File: config.mk
export PLATFORM = sky130hd
export DESIGN_NAME = iirl_cell
export DESIGN_NICKNAME = d
export VERILOG_FILES = /design/src/iirl_pkg.sv /design/src/iirl_cell.sv
export SDC_FILE = /design/constraint.sdc
export NUM_CORES = 1
export LEC_CHECK = 0
export ABC_AREA = 1
export BUFFER_PORTS_ARGS = -buffer_cell sky130_fd_sc_hd__clkbuf_2
export CORE_AREA = 2 2 127 129
export CTS_CLUSTER_SIZE = 10
export DETAILED_ROUTE_END_ITERATION = 8
export DIE_AREA = 0 0 129 131
export GPL_ROUTABILITY_DRIVEN = 0
export SYNTH_ARGS = -nofsm -noshare
export SYNTH_HDL_FRONTEND = slang
export SYNTH_SLANG_ARGS = --single-unit
export TNS_END_PERCENT = 10
File: constraint.sdc
create_clock -name clk -period 9.9 [get_ports clk]
set_input_delay 0.99 -clock clk [delete_from_list [all_inputs] [get_ports clk]]
set_output_delay 0.99 -clock clk [all_outputs]
set_load 0.1 [all_outputs]
File: src/iirl_pkg.sv
// Package for the indexed insert/remove list: operation codes, field widths and cell control.
package iirl_pkg;

  // Operation codes carried in the operation field.
  localparam logic [1:0] OP_INSERT = 2'd0;
  localparam logic [1:0] OP_REMOVE = 2'd1;
  localparam logic [1:0] OP_READ   = 2'd2;

  // Field widths of the input and result items.
  localparam int OP_W    = 2;
  localparam int POS_W   = 7;
  localparam int DATA_W  = 64;
  localparam int COUNT_W = 6;

  // Packed stream widths, filled up to whole bytes.
  localparam int IN_TDATA_W  = 80;
  localparam int OUT_TDATA_W = 72;

  // Cell index width, wide enough for the largest list of 256 entries.
  localparam int IDX_W = 8;

  // Cells whose read terms are combined in one register of the read tree.
  localparam int GRP_SIZE = 16;

  // Command broadcast to every cell of the chain.
  typedef struct packed {
    logic             ins;  // open a gap at pos and load the new element there
    logic             rem;  // close the gap at pos by pulling from the right
    logic [IDX_W-1:0] pos;  // element index the command refers to
  } cell_ctrl_t;

endpackage

File: src/iirl_cell.sv
// One storage cell of the list chain: holds, shifts or loads one element.
module iirl_cell
  import iirl_pkg::*;
#(
  parameter int ELEMENT_BITS = 64,
  parameter int CELL_IDX     = 0
) (
  input  logic                    clk,
  input  cell_ctrl_t              ctrl,
  input  logic [ELEMENT_BITS-1:0] left_q,   // element held by the cell below
  input  logic [ELEMENT_BITS-1:0] right_q,  // element held by the cell above
  input  logic [ELEMENT_BITS-1:0] load_d,   // new element for an insert
  output logic [ELEMENT_BITS-1:0] q,
  output logic [ELEMENT_BITS-1:0] rd_term   // own element when addressed, else zero
);

  localparam logic [IDX_W-1:0] MY_IDX = IDX_W'(CELL_IDX);

  logic [ELEMENT_BITS-1:0] data_r;
  logic [ELEMENT_BITS-1:0] data_nxt;
  logic                    hit;
  logic                    above;

  assign hit   = (ctrl.pos == MY_IDX);
  assign above = (MY_IDX > ctrl.pos);

  always_comb begin
    data_nxt = data_r;
    if (ctrl.ins) begin
      if (hit) begin
        data_nxt = load_d;
      end else if (above) begin
        data_nxt = left_q;
      end
    end else if (ctrl.rem) begin
      if (hit || above) begin
        data_nxt = right_q;
      end
    end
  end

  always_ff @(posedge clk) begin
    data_r <= data_nxt;
  end

  assign q       = data_r;
  assign rd_term = hit ? data_r : '0;

endmodule

==> flow_metrics.tcl <==
set metrics [dict create \
    ys_seq_area_share_pct 41.10 \
    power_leakage_uw 0.003725 \
    startpoint "ctrl[1]" \
    min_period_over_period_pct 42.88 \
    hp-start "right_q[24]" \
    fmax_ghz 0.2356 \
    cp-end-kind "output port" \
    drtIter0Drc 187 \
    setup_tns_ns 0 \
    drc 0 \
    cap_violations 0 \
    netlist_area_um2 4676 \
    cp.arrival_ns 3.25 \
    postCtsSetupBuffers 0 \
    largest_reg_flops 64 \
    rows 46 \
    wl_per_cell_um 13.56 \
    yosysTopAreaCell "edfxtp_1" \
    grtUsageMet3_pct 4.275 \
    crit_path_max_fanout 65 \
    chipHeight_um 131 \
    final-hold-violation-count 0 \
    vias 4970 \
    final_layout_size_suffix_gt1_share_pct 43.40 \
    synth_area_leaders "edfxtp_1 (41%), nand2_1 (12%), inv_1 (10%), o21bai_1 (10%), nand3_1 (6.9%)" \
    fin_crit_ns 4.245 \
    cts_resized 0 \
    antenna_found_initial 1 \
    synth_seq_cells 64 \
    dieArea_um2 16900 \
    vias_per_cell 4.299 \
    clock-sinks 64 \
    synth_cells 628 \
    avgSynthCellArea_um2 7.445 \
    synth_top_area_share_pct 41.10 \
    grt_pass1_wl_um 23050 \
    tightest_slew_ns 0.9464 \
    die-width_um 129 \
    n_antenna_cell 0 \
    portBuffers 330 \
    yosysWarnings 0 \
    cts_tree "built" \
    use_met2_pct 31.40 \
    cp-start-kind "input port" \
    firstDrtPassIters 4 \
    grt_max_degree 66 \
    grt_pass1_vias 4508 \
    required_ns 8.91 \
    grt_usage_pct 17.93 \
    setup_violations 0 \
    synth.distinct_cells 16 \
    overflow 0 \
    area_delta_synth_final_pct 41.40 \
    path_clk_slew_ns 0.05 \
    cts_buffer_depth 2 \
    cts_hold_buf 0 \
    powerDensity_nw_per_um2 108.4 \
    utilization_pct 42.39 \
    coreArea_um2 15600 \
    htreeDepth 3 \
    slew_violations 0 \
    met1_usage_pct 21.66 \
    initial_core_util_pct 29.98 \
    maxSlewHeadroom_pct 36.90 \
    cts-buffers-inserted 9 \
    ioPinCount 331 \
    antenna_left 0 \
    min_path_type "input port to register" \
    peakVddDrop_mv 0.07280 \
    busiest_layer "met2" \
    syn_nets 831 \
    status "completed" \
    fin_nets 1138 \
    critPathKind "input port to output port" \
    rsz0062_at_grt "no" \
    totalWireLength_um 15670 \
    place_hpwl_um 11560 \
    cts_root_buffer "clkbuf_16" \
]
[layout make-up]
cell class | count | area [µm²]
Clock buffer | 12 | 236.5
Clock inverter | 4 | 45.04
Fill cell | 1669 | 8986
Inverter | 130 | 488.0
Multi-Input combinational cell | 393 | 1946
Sequential cell | 64 | 1922
Tap cell | 216 | 270.3
Timing Repair Buffer | 337 | 1704
[synth_stat cells]
cell type and number:
nor2_4 1, nand2_1 153, nor2_2 12, buf_4 1
clkbuf_1 8, inv_2 2, edfxtp_1 64, nand2_2 41
nand3_1 64, buf_2 19, inv_1 128, nor2_1 58
buf_8 2, buf_6 6, buf_12 5, o21bai_1 64
[per-layer routing]
metal / part of all wire, % / vias up
li1: - / 2526
met2: 49 / 256
met1: 40 / 2168
met4: 1.6 / 2
met3: 8.8 / 18
met5: 0.083 / -
[power breakdown]
group,internal [µW],leakage [µW],switching (µW),total [µW]
clock network,194,0.000140,114,308
logic,50.0,0.00303,56.8,107
registers,301,0.000556,0.481,302
[cell families (layout without fill, tap and decap cells)]
| group | count (synthesis) | count (layout) | share of synthesized area (%) |
|---|---|---|---|
| and+or+nand+nor | 329 | 329 | 31.12 |
| AOI/OAI and AO/OA | 64 | 64 | 10.28 |
| buffers and inverters | 171 | 483 | 17.50 |
| DFF | 64 | 64 | 41.10 |
[critical path, stage by stage]
cell	delay (ns)
clkbuf_2	0.08
nor2_2	0.05
nand2_2	0.04
buf_4	0.58
nor2_4	0.08
inv_2	0.39
buf_4	0.51
nor2_1	0.09
clkbuf_2	0.38
[stage by stage]
stage / hold WS, ns / std cells / cell area, µm² / power, µW / setup WS [ns]
floorplan: 1.176 / 628 / 4676 / 365.2 / 5.234
detailed placement: 1.264 / 1140 / 6330 / 414.7 / 5.599
global route: 0.9268 / 1156 / 6611 / 755.0 / 5.424
CTS: 0.9118 / 1156 / 6611 / 728.2 / 5.592
finish: 0.9306 / 1156 / 6611 / 716.4 / 5.655
global placement: 1.263 / 1140 / 6330 / 413.8 / 5.648
[placed cells by master (no fill, tap or decap)]
cell / netlist / routed
nand3_1: 64 / 64
nand2_1: 153 / 152
clkinv_2: 0 / 3
bufinv_16: 0 / 1
nor2_4: 1 / 2
clkbuf_2: 0 / 330
nand2_2: 41 / 42
inv_1: 128 / 128
buf_4: 1 / 7
nor2_1: 58 / 57
inv_2: 2 / 2
edfxtp_1: 64 / 64
clkbuf_16: 0 / 9
o21bai_1: 64 / 64
nor2_2: 12 / 12
clkbuf_1: 8 / 3
[worst paths after layout]
path | endpoint | slack [ns] | depth (start not counted)
max | rd_term[29] | 5.66 | 9
min | q[24] | 0.93 | 3
Note: power is estimated with default switching activity, not from simulation.
